**config.mk**
```make
export PLATFORM = sky130hd
export DESIGN_NAME = lcd_shadow_buffer_refresh_unit_flat
export DESIGN_NICKNAME = d
export VERILOG_FILES = /design/src/hdl/lsbr_pkg.sv /design/src/hdl/lsbr_in_if.sv /design/src/hdl/lsbr_out_if.sv /design/src/hdl/lcd_shadow_buffer_refresh_unit.sv /design/src/hdl/lsbr_sequencer.sv /design/src/hdl/lsbr_datapath.sv /design/src/flat_wrapper.sv
export SDC_FILE = /design/constraint.sdc
export NUM_CORES = 1
export LEC_CHECK = 0
export BUFFER_PORTS_ARGS = -buffer_cell sky130_fd_sc_hd__buf_2
export CAP_MARGIN = 5
export CORE_AREA = 3 3 121 210
export DETAILED_ROUTE_END_ITERATION = 16
export DIE_AREA = 0 0 124 213
export PLACE_DENSITY = 0.81
export REMOVE_ABC_BUFFERS = 1
export SLEW_MARGIN = 20
export SYNTH_ARGS = -nofsm -noshare
export SYNTH_HDL_FRONTEND = slang
export SYNTH_SLANG_ARGS = --single-unit
```
**constraint.sdc**
```tcl
create_clock -name i_clk -period 7.4 [get_ports i_clk]
set_clock_uncertainty 0.1 [all_clocks]
set_input_delay 1.48 -clock i_clk [delete_from_list [all_inputs] [get_ports i_clk]]
set_output_delay 1.48 -clock i_clk [all_outputs]
set_load 0.1 [all_outputs]
```
**src/hdl/lsbr_pkg.sv**
```systemverilog
// shared types, constants and helpers for the lcd shadow buffer refresh unit
// no dependencies; compiled first
package lsbr_pkg;

    // display geometry
    localparam int ROWS          = 2;
    localparam int STORE_COLS    = 16;
    localparam int COL_W         = 4;
    localparam int STORE_DEPTH   = ROWS * STORE_COLS;
    localparam int ADDR_W        = $clog2(STORE_DEPTH);
    localparam int ROW_CHARS_DEF = 16;

    // byte codes
    localparam logic [7:0] CHAR_SPACE   = 8'h20;
    localparam logic [7:0] CMD_SET_ADDR = 8'h80;
    localparam logic [7:0] ROW1_OFFSET  = 8'h40;

    // operation codes of an input word
    typedef enum logic [2:0] {
        OP_CHAR     = 3'd0,
        OP_HEX_BYTE = 3'd1,
        OP_HEX_WORD = 3'd2,
        OP_CLEAR    = 3'd3,
        OP_TICK     = 3'd4
    } t_op;

    // datapath action of one microcode step
    typedef enum logic [2:0] {
        ACT_NONE,
        ACT_WCHAR,
        ACT_WHEX,
        ACT_CLEAR,
        ACT_READ,
        ACT_ADDR,
        ACT_DATA
    } t_act;

    // sequencer control to datapath
    typedef struct packed {
        t_act       act;
        logic [1:0] nib;
        logic [1:0] coff;
        logic       srow;
        logic       mark;
        logic       load;
    } t_ctrl;

    // datapath status to sequencer
    typedef struct packed {
        logic row_clean;
        logic stall;
    } t_stat;

    // lowercase ascii hex digit
    function automatic logic [7:0] hex_char(input logic [3:0] d);
        logic [7:0] base;
        base = (d < 4'd10) ? 8'h30 : 8'h57;
        return base + {4'h0, d};
    endfunction

endpackage

```
**src/hdl/lsbr_in_if.sv**
```systemverilog
// input channel of the lcd shadow buffer refresh unit: one command word
// no dependencies
interface lsbr_in_if;
    logic        valid;
    logic        ready;
    logic [2:0]  operation;
    logic        row;
    logic [3:0]  col;
    logic [15:0] value;

    modport source (output valid, operation, row, col, value, input ready);
    modport sink   (input valid, operation, row, col, value, output ready);
endinterface

```
**src/hdl/lsbr_out_if.sv**
```systemverilog
// output channel of the lcd shadow buffer refresh unit: one display byte
// no dependencies
interface lsbr_out_if;
    logic       valid;
    logic       ready;
    logic [7:0] lcd_byte;
    logic       is_data;
    logic       last;

    modport source (output valid, lcd_byte, is_data, last, input ready);
    modport sink   (input valid, lcd_byte, is_data, last, output ready);
endinterface

```
**src/hdl/lcd_shadow_buffer_refresh_unit.sv**
```systemverilog
// top level of the lcd shadow buffer refresh unit
// depends on lsbr_pkg, lsbr_in_if, lsbr_out_if, lsbr_sequencer, lsbr_datapath
//
//   channel | dir | carries
//   i_in    | in  | operation, row, col, value (one command word)
//   o_out   | out | lcd_byte, is_data, last (one display word)
//
// one microcode step per cycle while the output is free, plus the idle
// step that takes the word; char, hex byte and hex word writes put one
// character a step through one store write port, and a refresh tick
// sends one character of each dirty row. reset is synchronous; the store
// reads as spaces through per-entry written flags, so no clearing pass
// follows reset. a full output register holds the address or data step.
module lcd_shadow_buffer_refresh_unit #(
    parameter int ROW_CHARS = lsbr_pkg::ROW_CHARS_DEF
) (
    input  logic       i_clk,
    input  logic       i_rst_n,
    lsbr_in_if.sink    i_in,
    lsbr_out_if.source o_out
);
    import lsbr_pkg::*;

    t_ctrl w_ctrl;
    t_stat w_stat;
    logic  w_in_ready;

    assign i_in.ready = w_in_ready;

    // step sequencer
    lsbr_sequencer u_seq (
        .i_clk      (i_clk),
        .i_rst_n    (i_rst_n),
        .i_in_valid (i_in.valid),
        .i_op       (i_in.operation),
        .i_stat     (w_stat),
        .o_in_ready (w_in_ready),
        .o_ctrl     (w_ctrl)
    );

    // store and refresh datapath
    lsbr_datapath #(
        .ROW_CHARS (ROW_CHARS)
    ) u_dp (
        .i_clk       (i_clk),
        .i_rst_n     (i_rst_n),
        .i_ctrl      (w_ctrl),
        .i_row       (i_in.row),
        .i_col       (i_in.col),
        .i_value     (i_in.value),
        .i_out_ready (o_out.ready),
        .o_stat      (w_stat),
        .o_out_valid (o_out.valid),
        .o_lcd_byte  (o_out.lcd_byte),
        .o_is_data   (o_out.is_data),
        .o_last      (o_out.last)
    );

`ifndef SYNTHESIS
    // a word with a used operation code starts a program
    a_dispatch: assert property (@(posedge i_clk) disable iff (!i_rst_n)
        (i_in.valid && w_in_ready
         && (i_in.operation == OP_CHAR || i_in.operation == OP_HEX_BYTE
             || i_in.operation == OP_HEX_WORD || i_in.operation == OP_CLEAR
             || i_in.operation == OP_TICK))
        |=> !w_in_ready)
        else $error("used operation did not leave idle");

    // a set-address command is always followed by data, so never last
    a_cmd_not_last: assert property (@(posedge i_clk) disable iff (!i_rst_n)
        (o_out.valid && !o_out.is_data) |-> !o_out.last)
        else $error("set-address command marked last");

    // no command word is taken while display words are being produced
    a_busy_serve: assert property (@(posedge i_clk) disable iff (!i_rst_n)
        (w_ctrl.act == ACT_ADDR || w_ctrl.act == ACT_DATA) |-> !w_in_ready)
        else $error("input ready during refresh");
`endif

endmodule

```
**src/hdl/lsbr_sequencer.sv**
```systemverilog
// microcode rom, step counter and jump logic of the refresh unit
// depends on lsbr_pkg
module lsbr_sequencer (
    input  logic            i_clk,
    input  logic            i_rst_n,
    input  logic            i_in_valid,
    input  logic [2:0]      i_op,
    input  lsbr_pkg::t_stat i_stat,
    output logic            o_in_ready,
    output lsbr_pkg::t_ctrl o_ctrl
);
    import lsbr_pkg::*;

    typedef logic [3:0] t_step;

    typedef enum logic [1:0] {
        JMP_NEXT,
        JMP_IDLE,
        JMP_DISPATCH,
        JMP_IF_CLEAN
    } t_jmp;

    typedef struct packed {
        t_act       act;
        logic [1:0] nib;
        logic [1:0] coff;
        logic       srow;
        logic       mark;
        t_jmp       jmp;
        t_step      target;
    } t_uword;

    // program entry points
    localparam t_step ST_IDLE  = 4'd0;
    localparam t_step ST_CHAR  = 4'd1;
    localparam t_step ST_BHI   = 4'd2;
    localparam t_step ST_BLO   = 4'd3;
    localparam t_step ST_W3    = 4'd4;
    localparam t_step ST_W2    = 4'd5;
    localparam t_step ST_W1    = 4'd6;
    localparam t_step ST_W0    = 4'd7;
    localparam t_step ST_CLR   = 4'd8;
    localparam t_step ST_RD0   = 4'd9;
    localparam t_step ST_AD0   = 4'd10;
    localparam t_step ST_DT0   = 4'd11;
    localparam t_step ST_RD1   = 4'd12;
    localparam t_step ST_AD1   = 4'd13;
    localparam t_step ST_DT1   = 4'd14;

    // control store
    function automatic t_uword rom(input t_step s);
        t_uword w;
        w = '{act: ACT_NONE, nib: 2'd0, coff: 2'd0, srow: 1'b0, mark: 1'b0,
              jmp: JMP_IDLE, target: ST_IDLE};
        case (s)
            ST_IDLE: w.jmp = JMP_DISPATCH;
            ST_CHAR: begin
                w.act = ACT_WCHAR; w.mark = 1'b1;
            end
            ST_BHI: begin
                w.act = ACT_WHEX; w.nib = 2'd1; w.coff = 2'd0; w.jmp = JMP_NEXT;
            end
            ST_BLO: begin
                w.act = ACT_WHEX; w.nib = 2'd0; w.coff = 2'd1; w.mark = 1'b1;
            end
            ST_W3: begin
                w.act = ACT_WHEX; w.nib = 2'd3; w.coff = 2'd0; w.jmp = JMP_NEXT;
            end
            ST_W2: begin
                w.act = ACT_WHEX; w.nib = 2'd2; w.coff = 2'd1; w.jmp = JMP_NEXT;
            end
            ST_W1: begin
                w.act = ACT_WHEX; w.nib = 2'd1; w.coff = 2'd2; w.jmp = JMP_NEXT;
            end
            ST_W0: begin
                w.act = ACT_WHEX; w.nib = 2'd0; w.coff = 2'd3; w.mark = 1'b1;
            end
            ST_CLR: begin
                w.act = ACT_CLEAR; w.mark = 1'b1;
            end
            ST_RD0: begin
                w.act = ACT_READ; w.srow = 1'b0; w.jmp = JMP_IF_CLEAN; w.target = ST_RD1;
            end
            ST_AD0: begin
                w.act = ACT_ADDR; w.srow = 1'b0; w.jmp = JMP_NEXT;
            end
            ST_DT0: begin
                w.act = ACT_DATA; w.srow = 1'b0; w.jmp = JMP_NEXT;
            end
            ST_RD1: begin
                w.act = ACT_READ; w.srow = 1'b1; w.jmp = JMP_IF_CLEAN; w.target = ST_IDLE;
            end
            ST_AD1: begin
                w.act = ACT_ADDR; w.srow = 1'b1; w.jmp = JMP_NEXT;
            end
            ST_DT1: begin
                w.act = ACT_DATA; w.srow = 1'b1;
            end
            default: w.jmp = JMP_IDLE;
        endcase
        return w;
    endfunction

    t_step  r_step;
    t_step  n_step;
    t_uword w_uw;
    t_step  w_entry;

    assign w_uw       = rom(r_step);
    assign o_in_ready = (r_step == ST_IDLE);

    // control word to datapath
    assign o_ctrl = '{act: w_uw.act, nib: w_uw.nib, coff: w_uw.coff, srow: w_uw.srow,
                      mark: w_uw.mark, load: o_in_ready && i_in_valid};

    // dispatch on the operation code; unused codes stay idle
    always_comb begin
        case (i_op)
            OP_CHAR:     w_entry = ST_CHAR;
            OP_HEX_BYTE: w_entry = ST_BHI;
            OP_HEX_WORD: w_entry = ST_W3;
            OP_CLEAR:    w_entry = ST_CLR;
            OP_TICK:     w_entry = ST_RD0;
            default:     w_entry = ST_IDLE;
        endcase
    end

    // next step
    always_comb begin
        n_step = r_step;
        if (!i_stat.stall) begin
            case (w_uw.jmp)
                JMP_NEXT:     n_step = r_step + 4'd1;
                JMP_IDLE:     n_step = ST_IDLE;
                JMP_DISPATCH: n_step = i_in_valid ? w_entry : ST_IDLE;
                JMP_IF_CLEAN: n_step = i_stat.row_clean ? w_uw.target : r_step + 4'd1;
                default:      n_step = ST_IDLE;
            endcase
        end
    end

    always_ff @(posedge i_clk) begin
        if (!i_rst_n) begin
            r_step <= ST_IDLE;
        end else begin
            r_step <= n_step;
        end
    end

endmodule

```
**src/hdl/lsbr_datapath.sv**
```systemverilog
// text store, per-row refresh state and output register of the refresh unit
// depends on lsbr_pkg
module lsbr_datapath #(
    parameter int ROW_CHARS = lsbr_pkg::ROW_CHARS_DEF
) (
    input  logic            i_clk,
    input  logic            i_rst_n,
    input  lsbr_pkg::t_ctrl i_ctrl,
    input  logic            i_row,
    input  logic [3:0]      i_col,
    input  logic [15:0]     i_value,
    input  logic            i_out_ready,
    output lsbr_pkg::t_stat o_stat,
    output logic            o_out_valid,
    output logic [7:0]      o_lcd_byte,
    output logic            o_is_data,
    output logic            o_last
);
    import lsbr_pkg::*;

    localparam int CNT_W = $clog2(ROW_CHARS + 1);

    // text store and its written flags (unwritten entries read as space)
    logic [7:0]             r_mem [STORE_DEPTH];
    logic [STORE_DEPTH-1:0] r_vld;

    // latched command word
    logic              r_row;
    logic [COL_W-1:0]  r_col;
    logic [15:0]       r_value;

    // per-row refresh state
    logic [1:0]        r_dirty;
    logic [COL_W-1:0]  r_cursor [ROWS];
    logic [CNT_W-1:0]  r_sent [ROWS];
    logic              r_last_row;

    // registered store read
    logic [7:0]        r_rd_data;
    logic              r_rd_vld;

    // output register
    logic              r_out_valid;
    logic [7:0]        r_out_byte;
    logic              r_out_data;
    logic              r_out_last;

    logic [COL_W:0]    w_csum;
    logic              w_wen;
    logic [ADDR_W-1:0] w_waddr;
    logic [7:0]        w_wdata;
    logic [COL_W-1:0]  w_cur;
    logic [ADDR_W-1:0] w_raddr;
    logic              w_need_addr;
    logic              w_free;
    logic              w_emit_addr;
    logic              w_emit_data;
    logic [CNT_W-1:0]  w_sent_inc;
    logic              w_row_done;
    logic [7:0]        w_addr_byte;

    // write address and character; columns past the row end are dropped
    assign w_csum  = {1'b0, r_col} + {{(COL_W-1){1'b0}}, i_ctrl.coff};
    assign w_wen   = ((i_ctrl.act == ACT_WCHAR) || (i_ctrl.act == ACT_WHEX)) && !w_csum[COL_W];
    assign w_waddr = {r_row, w_csum[COL_W-1:0]};
    assign w_wdata = (i_ctrl.act == ACT_WCHAR) ? r_value[7:0]
                                                : hex_char(r_value[{i_ctrl.nib, 2'b00} +: 4]);

    // refresh of the selected row
    assign w_cur       = r_cursor[i_ctrl.srow];
    assign w_raddr     = {i_ctrl.srow, w_cur};
    assign w_need_addr = (i_ctrl.srow != r_last_row) || (w_cur == '0);
    assign w_free      = !r_out_valid || i_out_ready;
    assign w_emit_addr = (i_ctrl.act == ACT_ADDR) && w_need_addr && w_free;
    assign w_emit_data = (i_ctrl.act == ACT_DATA) && w_free;
    assign w_sent_inc  = r_sent[i_ctrl.srow] + 1'b1;
    assign w_row_done  = (w_sent_inc >= CNT_W'(ROW_CHARS));
    assign w_addr_byte = CMD_SET_ADDR | {4'h0, w_cur} | (i_ctrl.srow ? ROW1_OFFSET : 8'h00);

    // status back to the sequencer
    assign o_stat.row_clean = !r_dirty[i_ctrl.srow];
    assign o_stat.stall     = (((i_ctrl.act == ACT_ADDR) && w_need_addr)
                               || (i_ctrl.act == ACT_DATA)) && !w_free;

    assign o_out_valid = r_out_valid;
    assign o_lcd_byte  = r_out_byte;
    assign o_is_data   = r_out_data;
    assign o_last      = r_out_last;

    // control state
    always_ff @(posedge i_clk) begin
        if (!i_rst_n) begin
            r_vld       <= '0;
            r_dirty     <= '0;
            r_cursor    <= '{default: '0};
            r_sent      <= '{default: '0};
            r_last_row  <= 1'b0;
            r_out_valid <= 1'b0;
        end else begin
            if (w_wen) begin
                r_vld[w_waddr] <= 1'b1;
            end
            if (i_ctrl.act == ACT_CLEAR) begin
                for (int c = 0; c < STORE_COLS; c++) begin
                    if (c < ROW_CHARS) begin
                        r_vld[{r_row, COL_W'(c)}] <= 1'b0;
                    end
                end
            end
            if (i_ctrl.mark) begin
                r_dirty[r_row] <= 1'b1;
                r_sent[r_row]  <= '0;
            end
            if (w_emit_addr) begin
                r_last_row <= i_ctrl.srow;
            end
            if (w_emit_data) begin
                r_cursor[i_ctrl.srow] <= w_cur + 1'b1;
                if (w_row_done) begin
                    r_dirty[i_ctrl.srow] <= 1'b0;
                    r_sent[i_ctrl.srow]  <= '0;
                end else begin
                    r_sent[i_ctrl.srow] <= w_sent_inc;
                end
            end
            if (w_emit_addr || w_emit_data) begin
                r_out_valid <= 1'b1;
            end else if (i_out_ready) begin
                r_out_valid <= 1'b0;
            end
        end
    end

    // store, command latch and output payload
    always_ff @(posedge i_clk) begin
        if (i_ctrl.load) begin
            r_row   <= i_row;
            r_col   <= i_col;
            r_value <= i_value;
        end
        if (w_wen) begin
            r_mem[w_waddr] <= w_wdata;
        end
        if (i_ctrl.act == ACT_READ) begin
            r_rd_data <= r_mem[w_raddr];
            r_rd_vld  <= r_vld[w_raddr];
        end
        if (w_emit_addr) begin
            r_out_byte <= w_addr_byte;
            r_out_data <= 1'b0;
            r_out_last <= 1'b0;
        end else if (w_emit_data) begin
            r_out_byte <= r_rd_vld ? r_rd_data : CHAR_SPACE;
            r_out_data <= 1'b1;
            // upper row is last only when the lower row has nothing to send
            r_out_last <= i_ctrl.srow ? 1'b1 : !r_dirty[1];
        end
    end

endmodule
```
**src/flat_wrapper.sv**
```systemverilog
// flat-port wrapper written by rule: the top's interface ports become plain ports
module lcd_shadow_buffer_refresh_unit_flat import lsbr_pkg::*;
#(
    parameter int ROW_CHARS = lsbr_pkg::ROW_CHARS_DEF
)
  (i_clk, i_rst_n, i_in_valid, i_in_operation, i_in_row, i_in_col, i_in_value, i_in_ready, o_out_valid, o_out_lcd_byte, o_out_is_data, o_out_last, o_out_ready);
  lsbr_in_if i_in_i ();
  lsbr_out_if o_out_i ();
  input  logic i_clk;
  input  logic i_rst_n;
  input wire logic [$bits(i_in_i.valid)-1:0] i_in_valid;
  input wire logic [$bits(i_in_i.operation)-1:0] i_in_operation;
  input wire logic [$bits(i_in_i.row)-1:0] i_in_row;
  input wire logic [$bits(i_in_i.col)-1:0] i_in_col;
  input wire logic [$bits(i_in_i.value)-1:0] i_in_value;
  output wire logic [$bits(i_in_i.ready)-1:0] i_in_ready;
  output wire logic [$bits(o_out_i.valid)-1:0] o_out_valid;
  output wire logic [$bits(o_out_i.lcd_byte)-1:0] o_out_lcd_byte;
  output wire logic [$bits(o_out_i.is_data)-1:0] o_out_is_data;
  output wire logic [$bits(o_out_i.last)-1:0] o_out_last;
  input wire logic [$bits(o_out_i.ready)-1:0] o_out_ready;
  assign i_in_i.valid = i_in_valid;
  assign i_in_i.operation = i_in_operation;
  assign i_in_i.row = i_in_row;
  assign i_in_i.col = i_in_col;
  assign i_in_i.value = i_in_value;
  assign i_in_ready = i_in_i.ready;
  assign o_out_valid = o_out_i.valid;
  assign o_out_lcd_byte = o_out_i.lcd_byte;
  assign o_out_is_data = o_out_i.is_data;
  assign o_out_last = o_out_i.last;
  assign o_out_i.ready = o_out_ready;
  lcd_shadow_buffer_refresh_unit #(.ROW_CHARS(ROW_CHARS)) u_core (.i_clk(i_clk), .i_rst_n(i_rst_n), .i_in(i_in_i), .o_out(o_out_i));
endmodule
```
* Yosys cells after proc, flatten, opt, wreduce, memory -nomap -nowiden
Memory sizes are Yosys's and may differ from the RTL's. A register that Yosys moved wholly into a read port is not among the register bits.
Cells that the tools add are included.
** Operators by class
- Add/sub/neg operators :: 5
- $lt $le $gt $ge :: 45
- Eq/ne operators :: 28
- Shift-type cells :: 1
- Mux-type cells :: 118
- Bitwise operators :: 43
- Reduce and logical (&&, ||, !) cells :: 49
** Operator list (count)
- 32-bit two-way mux :: 33
- 32-bit bitwise AND :: 16
- 5-bit by 6-bit less-than comparator with 1-bit output, second input constant :: 18
- 5-bit by 1-bit greater-or-equal comparator with 1-bit output, second input constant :: 17
- 10-bit two-way mux :: 4
- 8-bit two-way mux :: 4
- 17-bit inverter with 32-bit output :: 1
- 18-bit inverter with 32-bit output :: 1
- 19-bit inverter with 32-bit output :: 1
- 20-bit inverter with 32-bit output :: 1
- 21-bit inverter with 32-bit output :: 1
- 22-bit inverter with 32-bit output :: 1
- 23-bit inverter with 32-bit output :: 1
- 24-bit inverter with 32-bit output :: 1
- 25-bit inverter with 32-bit output :: 1
- 26-bit inverter with 32-bit output :: 1
- 27-bit inverter with 32-bit output :: 1
- 28-bit inverter with 32-bit output :: 1
- 29-bit inverter with 32-bit output :: 1
- 30-bit inverter with 32-bit output :: 1
- 31-bit inverter with 32-bit output :: 1
- 32-bit inverter :: 1
- 32-bit bitwise OR :: 1
- 1-bit two-way mux :: 29
- other kinds (56) :: 151
** Storage, ports and cells
- Bits in registers :: 90
- Bits in writable memories :: 256
- Bits of input ports :: 28
- Output and inout bits :: 12
- Word-level logic and storage cells :: 306
- Memories kept :: 1
** Memory list
- u_core.u_dp.r_mem :: depth 32, width 8, rd ports 1, clocked after Yosys merged registers in 1, wr ports 1, RTL line lsbr_datapath.sv:24 : logic [7:0] r_mem [STORE_DEPTH];

* Longest topological paths before layout
Gate-level depths: netlist of the first run.
- Depth after elaboration :: 57
- Gate-level depth with buffers :: 16
- Depth with buffers taken out :: 13

* Cells and area by module
From an unflattened synthesis of the first run, not the netlist that was laid out.
** Second synthesis, totals
- Cell total of the unflattened synthesis :: 1206
- Area, all modules :: 15517.4 um^2
** Modules (own cells, without submodules)
- lsbr_datapath :: times used 1, cells an instance 1126, area an instance 14923.1 um^2, seq. area each 9949.5 um^2
- lsbr_sequencer :: times used 1, cells an instance 80, area an instance 594.3 um^2, seq. area each 80.1 um^2

* Worst setup path after synthesis of the first run
Ideal clock, no wire load.
- Path type :: register -> register
- Start :: register u_core.u_seq.r_step[0]
- End :: memory u_core.u_dp.r_mem[0][1] (data pin)
- Setup time :: 377 ps
- Data arrival time :: 3625 ps
- Data required time :: 6923 ps
- Path slack :: 3298 ps
- Cell stages (with the launch flop) :: 13
- Buffers on the path :: 1
- Period minus slack after synthesis :: 4102 ps
- Path through :: dfxtp_1 inv_1 ha_1 buf_4 nor2_1 nor3_2 mux4_2 o21ai_0 inv_1 ha_1 inv_1 fa_1 a21oi_1
** On the way
- Cells in the longest elaborated chain, start to end :: 7
- Elaborated cells on any way between the ends :: 26
- Classes of those cells :: 1 x add/sub; 1 x order compare; 15 x eq/ne; 1 x shift; 4 x mux; 4 x reduce/logical
** Ends and longest elaborated chain
- from (decl) :: RTL line lsbr_sequencer.sv:104 : t_step r_step;
- from (signal assigned) :: RTL line lsbr_sequencer.sv:146 : r_step <= n_step;
- 4-bit by 3-bit equality test with 1-bit output or 4-bit by 2-bit equality test with 1-bit output (tied branches) :: RTL line lsbr_sequencer.sv:55 : case (s)
- 4-bit one-hot mux with 6 select lines :: RTL line lsbr_sequencer.sv:55
- 16-bit by 5-bit variable part select with 4-bit output :: RTL line lsbr_datapath.sv:67 : : hex_char(r_value[{i_ctrl.nib, 2'b00} +: 4]);
- 4-bit less-than comparator :: RTL line lsbr_pkg.sv:57 : base = (d < 4'd10) ? 8'h30 : 8'h57;
- 7-bit two-way mux :: RTL line lsbr_pkg.sv:57
- 7-bit by 4-bit adder with 8-bit output :: RTL line lsbr_pkg.sv:58 : return base + {4'h0, d};
- 8-bit two-way mux (*) :: RTL line lsbr_datapath.sv:66 : assign w_wdata = (i_ctrl.act == ACT_WCHAR) ? r_value[7:0]
- net u_core.u_dp.w_wdata[1] :: RTL line lsbr_datapath.sv:51 : logic [7:0] w_wdata;
- to (decl) :: RTL line lsbr_datapath.sv:24
Mark *: on every way through the listed nets, which the timed path passes. The rest lies on a longest branch.

* Worst setup path in the final report of the first run
- Start :: register u_core.u_seq.r_step[2]
- End :: memory u_core.u_dp.r_mem[21][3] (data pin)
Same word-level chain as after synthesis.

==> results of run 1 <==
## logic make-up after synthesis
kind of cell / Yosys count / share of synthesized area [%]
fa+ha+maj: 13 / 1.16
mux: 129 / 9.08
compound gates: 212 / 9.78
buf+inv: 82 / 2.69
flops: 354 / 65.4
xor+xnor: 12 / 0.685
simple gates: 323 / 11.2
## flip-flops by register name (all words and copies together), names as in the netlist, 4 cells and up
name / count
u_core.u_dp.r_mem: 256
u_core.u_dp.r_cursor: 8
u_core.u_dp.r_col: 4
u_core.u_dp.r_sent: 10
u_core.u_dp.r_value: 16
u_core.u_dp.r_vld: 32
u_core.u_dp.o_lcd_byte: 8
u_core.u_dp.r_rd_data: 8
u_core.u_seq.r_step: 4
## per-stage QoR
step | setup WS [ns] | power, mW
after CTS | 2.44 | 4.32
final | 2.37 | 4.32
after detailed placement | 2.49 | 2.79
after floorplan | 1.68 | 2.63
after global placement | 2.70 | 2.77
after global routing | 2.05 | 4.45
## area by class of cell
class / count / share of cell area (%)
flip-flops and latches: 354 / 59.9
multi-input cells: 689 / 29.6
clock buffers: 43 / 5.26
well taps: 308 / 2.30
repair buffers: 54 / 1.84
clock inverters: 10 / 0.650
inverters: 21 / 0.471
## routing by layer
layer / routed length, µm / global-route usage [%]
met5: 0 / 0
met1: 12300 / 31.8
met2: 18100 / 46.6
met4: 1440 / 11.3
met3: 1880 / 2.86
## worst max-delay path by stage
| stage | depth (start not counted) | start | end |
|---|---|---|---|
| after floorplan | 8 | u_core.u_seq.r_step[0] | u_core.u_dp.r_rd_vld |
| after global placement | 10 | u_core.u_seq.r_step[2] | u_core.u_dp.r_mem[23][3] |
| after detailed placement | 10 | u_core.u_seq.r_step[2] | u_core.u_dp.r_mem[21][3] |
| after CTS | 10 | u_core.u_seq.r_step[2] | u_core.u_dp.r_mem[21][3] |
| after global routing | 10 | u_core.u_seq.r_step[2] | u_core.u_dp.r_mem[24][3] |
| final | 10 | u_core.u_seq.r_step[2] | u_core.u_dp.r_mem[21][3] |
## placed cells by master, fill, tap and decap left out, types with 10 or more instances in the layout
cell and count:
dfxtp_1 60, o221ai_1 10, nor2b_1 28, nor2_1 64
nand3_1 26, a21oi_1 51, o22ai_1 28, nand4_1 11
nor3_1 28, and2_1 31, inv_1 19, mux2_2 29
xnor2_1 10, mux2i_1 92, buf_2 39, clkbuf_16 31
buf_4 15, o21ai_0 36, nand2_1 80, ha_1 11
edfxtp_1 294
## power breakdown
group / switching [mW] / total [mW] / leakage, nW / internal [mW]
clock network: 0.671 / 1.57 / 0.490 / 0.895
registers: 0.0197 / 2.36 / 3.12 / 2.34
logic: 0.314 / 0.398 / 2.07 / 0.0838
## worst max-delay path, stage by stage, from the launching register on
cell      delay (ns)
dfxtp_1         0.84
inv_1           0.31
nor3_2          0.45
mux4_2          0.61
o21ai_0         0.47
inv_1           0.13
ha_1            0.30
a21oi_1         0.29
nor2b_1         0.09
o221ai_1        0.18
o21a_1          0.88
==> impl_metrics.tcl, run 1 <==
set metrics [dict create \
    area_growth_pct 9.14 \
    min-delay-start "u_core.u_dp.r_vld[7]" \
    dr.pass1.iters 8 \
    status "completed" \
    n_antenna_cell 0 \
    r2r-end "u_core.u_dp.r_mem[21][3]" \
    gp_congestion 0.919 \
    r2r-start "u_core.u_seq.r_step[2]" \
    regArea_um2 10000 \
    synth-seq-cells 354 \
    drt_iter0_markers 998 \
    viasPerCell 6.45 \
    hold_end "u_core.u_dp.r_vld[7]" \
    coreArea_um2 24000 \
    die_h_um 213 \
    synth_top_area_share_pct 57.5 \
    yosysWarnings 0 \
    max_freq_mhz 199 \
    synth_area_um2 15300 \
    slew-limit-headroom_pct 26.5 \
    final_util_pct 69.7 \
    synth.top_cells.by_area "edfxtp_1, dfxtp_1, mux2i_1" \
    synth-async-reset-ratio_pct 0 \
    nNetsFinal 1190 \
    yosys.area.top_type "edfxtp_1" \
    peakVddDrop_v 0.000232 \
    p_per_area_nw_per_um2 258 \
    crit_path_start_kind "register" \
    root_buffer "clkbuf_16" \
    rows 75 \
    grt_pass1_vias 9513 \
    postCtsSetupBuffers 0 \
    post_drt_wl_per_cell_um 22.8 \
    start_util_pct 63.9 \
    ys.flop_type "edfxtp_1" \
    reg2regPathDepth 10 \
    drive_gt1_share_pct 15.5 \
    cts_hold_buf 0 \
    tightest_slew_ns 1.10 \
    multi_input_area_um2 4960 \
    grt_pass1_wl_um 52400 \
    fin_cells 1479 \
    synth_edf_count 294 \
    insertion_delay_ns 0.56 \
    maxCapViolCount 0 \
    clock_path_buffers 3 \
    die_area_um2 26400 \
    end_kind "register" \
    finalHoldViolCount 0 \
    clock_sinks 354 \
    antenna_found_initial 0 \
    io_pins 40 \
    holdPathStages 2 \
    n_fill_cell 1648 \
    whs_ns 0.369 \
    placedCellCount 1426 \
    syn_area_per_cell_um2 13.6 \
    critPathRequiredTime_ns 7.50 \
    netlist_instances 1125 \
    io_buffers 39 \
    num_vias 9543 \
    setup_viol 0 \
    ys_types 80 \
    hold_class "reg2reg" \
    grt_max_degree 43 \
    r2r_setup_slack_ns 2.37 \
    synth_common_cells "edfxtp_1, mux2i_1, nand2_1" \
    dpl.hpwl_um 22600 \
    drc 0 \
    cts.htree.levels 1 \
    ctsResizeCount 0 \
    dpl_cell_area_um2 15700 \
    report.final.slew_viol_count 0 \
    overflow 0 \
    tns_ns 0 \
    post-route-period-util_pct 67.9 \
    yosysMostFrequentCell "edfxtp_1" \
    die_w_um 124 \
    final_antenna_net_count 0 \
    path_max_fanout 32 \
    cts_made_buffers 29 \
    criticalPathCategory "reg2reg" \
    leakagePower_nw 5.68 \
    rsz0062_at_grt "false" \
    wl_um 33700 \
    grtUsageTotal_pct 26.1 \
    design_area_um2 16700 \
    arrival_ns 5.13 \
    cts.clk_slew.worst_paths_ns 0.07 \
    synth-seq-area-share_pct 65.4 \
    cts_tree "built" \
    fin_crit_ns 5.03 \
]
Power figures use the tool's default switching activity.
==> run 2: changes to the inputs <==
--- a/config.mk
+++ b/config.mk
@@ -7,10 +7,10 @@
 export LEC_CHECK = 0
 export BUFFER_PORTS_ARGS = -buffer_cell sky130_fd_sc_hd__buf_2
 export CAP_MARGIN = 5
-export CORE_AREA = 3 3 121 210
+export CORE_AREA = 3 3 123 215
 export DETAILED_ROUTE_END_ITERATION = 16
-export DIE_AREA = 0 0 124 213
-export PLACE_DENSITY = 0.81
+export DIE_AREA = 0 0 126 218
+export PLACE_DENSITY = 0.78
 export REMOVE_ABC_BUFFERS = 1
 export SLEW_MARGIN = 20
 export SYNTH_ARGS = -nofsm -noshare
==> constraint.sdc (replaced) <==
create_clock -name i_clk -period 5.3 [get_ports i_clk]
set_clock_uncertainty 0.1 [all_clocks]
set_input_delay 1.06 -clock i_clk [delete_from_list [all_inputs] [get_ports i_clk]]
set_output_delay 1.06 -clock i_clk [all_outputs]
set_load 0.1 [all_outputs]
==> impl_metrics.tcl, run 2 (synthesized netlist as in run 1, its figures left out) <==
set metrics [dict create \
    critPathRequiredTime_ns 5.23 \
    die_area_um2 27500 \
    min-delay-start "u_core.u_dp.r_vld[7]" \
    drc 0 \
    viasPerCell 6.39 \
    cts.htree.levels 1 \
    io_buffers 39 \
    criticalPathCategory "reg2reg" \
    largest-register "u_core.u_dp.r_mem" \
    crit_path_start_kind "register" \
    crit_buf_inv 2 \
    io_pins 40 \
    dpl_cell_area_um2 15800 \
    peakVddDrop_v 0.000315 \
    rows 77 \
    start_util_pct 61.3 \
    insertion_delay_ns 0.55 \
    ctsResizeCount 0 \
    tightest_slew_ns 1.11 \
    grt_max_degree 47 \
    final_cell_mix "edfxtp_1, mux2i_1, nand2_1" \
    overflow 0 \
    clock_sinks 354 \
    drt_iter0_markers 896 \
    p_per_area_nw_per_um2 360 \
    layout_commonest_cell "edfxtp_1" \
    cts_made_buffers 28 \
    end_kind "register" \
    leakagePower_nw 5.71 \
    grt_pass1_wl_um 54000 \
    cts_hold_buf 0 \
    cp_cell_sequence "inv_1, ha_1, nor2_1, nor3_2, mux4_2, o21ai_0, inv_1, ha_1, nand2_1, nand2_1" \
    clock_path_buffers 3 \
    hold_class "reg2reg" \
    report.final.slew_viol_count 0 \
    drive_gt1_share_pct 15.8 \
    final_antenna_net_count 0 \
    fin_crit_ns 4.39 \
    dpl.hpwl_um 23800 \
    n_antenna_cell 0 \
    cts.clk_slew.worst_paths_ns 0.07 \
    num_vias 9558 \
    slowest_delay_ns 0.62 \
    r2r-start "u_core.u_seq.r_step[0]" \
    dr.pass1.iters 6 \
    setup_viol 0 \
    antenna_found_initial 0 \
    crit_family "simple AND/OR/NAND/NOR gates" \
    gp_congestion 0.893 \
    grt_pass1_vias 9593 \
    root_buffer "clkbuf_16" \
    coreArea_um2 25000 \
    status "completed" \
    largest_reg_flops 256 \
    finalHoldViolCount 0 \
    worst_path_max_delay_cell "ha_1" \
    postCtsSetupBuffers 0 \
    nNetsFinal 1199 \
    slew-limit-headroom_pct 25.6 \
    tns_ns 0 \
    path_max_fanout 32 \
    arrival_ns 4.31 \
    grtUsageTotal_pct 25.3 \
    crit_path_start "u_core.u_seq.r_step[0]" \
    wl_um 35000 \
    rsz0062_at_grt "false" \
    post-route-period-util_pct 82.8 \
    post_drt_wl_per_cell_um 23.4 \
    die_w_um 126 \
    n_fill_cell 1762 \
    maxCapViolCount 0 \
    max_freq_mhz 228 \
    cts_tree "built" \
    design_area_um2 16800 \
    die_h_um 218 \
    area_growth_pct 9.51 \
    reg_top3 "u_core.u_dp.r_mem (256), u_core.u_dp.r_vld (32), u_core.u_dp.r_value (16)" \
]
==> run 2: layout make-up <==
cell class / count / area, µm² / area share [%]
well taps: 316 / 395 / 2.35
clock inverters: 13 / 128 / 0.759
multi-input cells: 689 / 4930 / 29.4
inverters: 21 / 78.8 / 0.469
flip-flops and latches: 354 / 10000 / 59.7
repair buffers: 64 / 383 / 2.28
clock buffers: 39 / 857 / 5.10
==> run 2: routing by layer <==
metal	GRT usage, %	vias to the layer above	routed length [µm]	part of all wire [%]
li1	-	4354	-	-
met1	29.4	4800	12900	37
met2	46.5	318	18900	54
met3	2.57	86	1570	4.5
met4	12.3	0	1660	4.8
met5	0	-	0	0
==> run 2: metrics by stage <==
step	power [mW]	setup WS, ns	hold WS [ns]	instances	util [%]
final	6.05	0.912	0.371	1496	67.1
after global placement	3.89	1.14	0.346	1444	63.1
after floorplan	3.67	-0.418	0.336	1064	-
after global routing	6.22	0.548	0.397	1496	67.1
after CTS	6.07	0.900	0.374	1496	67.1
after detailed placement	3.92	0.932	0.358	1444	63.1
==> run 2: path summary, 6_finish.rpt <==
check                                  to  slack, ns  cells after the start
setup / recovery  u_core.u_dp.r_mem[8][0]       0.91                     10
hold reg to reg      u_core.u_dp.r_vld[7]       0.37                      2
hold / removal       u_core.u_dp.r_vld[7]       0.37                      2
setup reg to reg  u_core.u_dp.r_mem[8][0]       0.91                     10
==> run 2: worst reg2reg max path, cell delays in order, from the launching register on <==
cell     delay (ns)
dfxtp_1        0.36
inv_1          0.10
ha_1           0.62
nor2_1         0.13
nor3_2         0.34
mux4_2         0.61
o21ai_0        0.45
inv_1          0.14
ha_1           0.31
nand2_1        0.06
nand2_1        0.62
==> run 2: power breakdown <==
part | internal (mW) | switching (mW) | total, mW
combinational | 0.127 | 0.442 | 0.569
clock | 1.23 | 0.960 | 2.19
sequential | 3.26 | 0.0279 | 3.29
total | 4.62 | 1.43 | 6.05
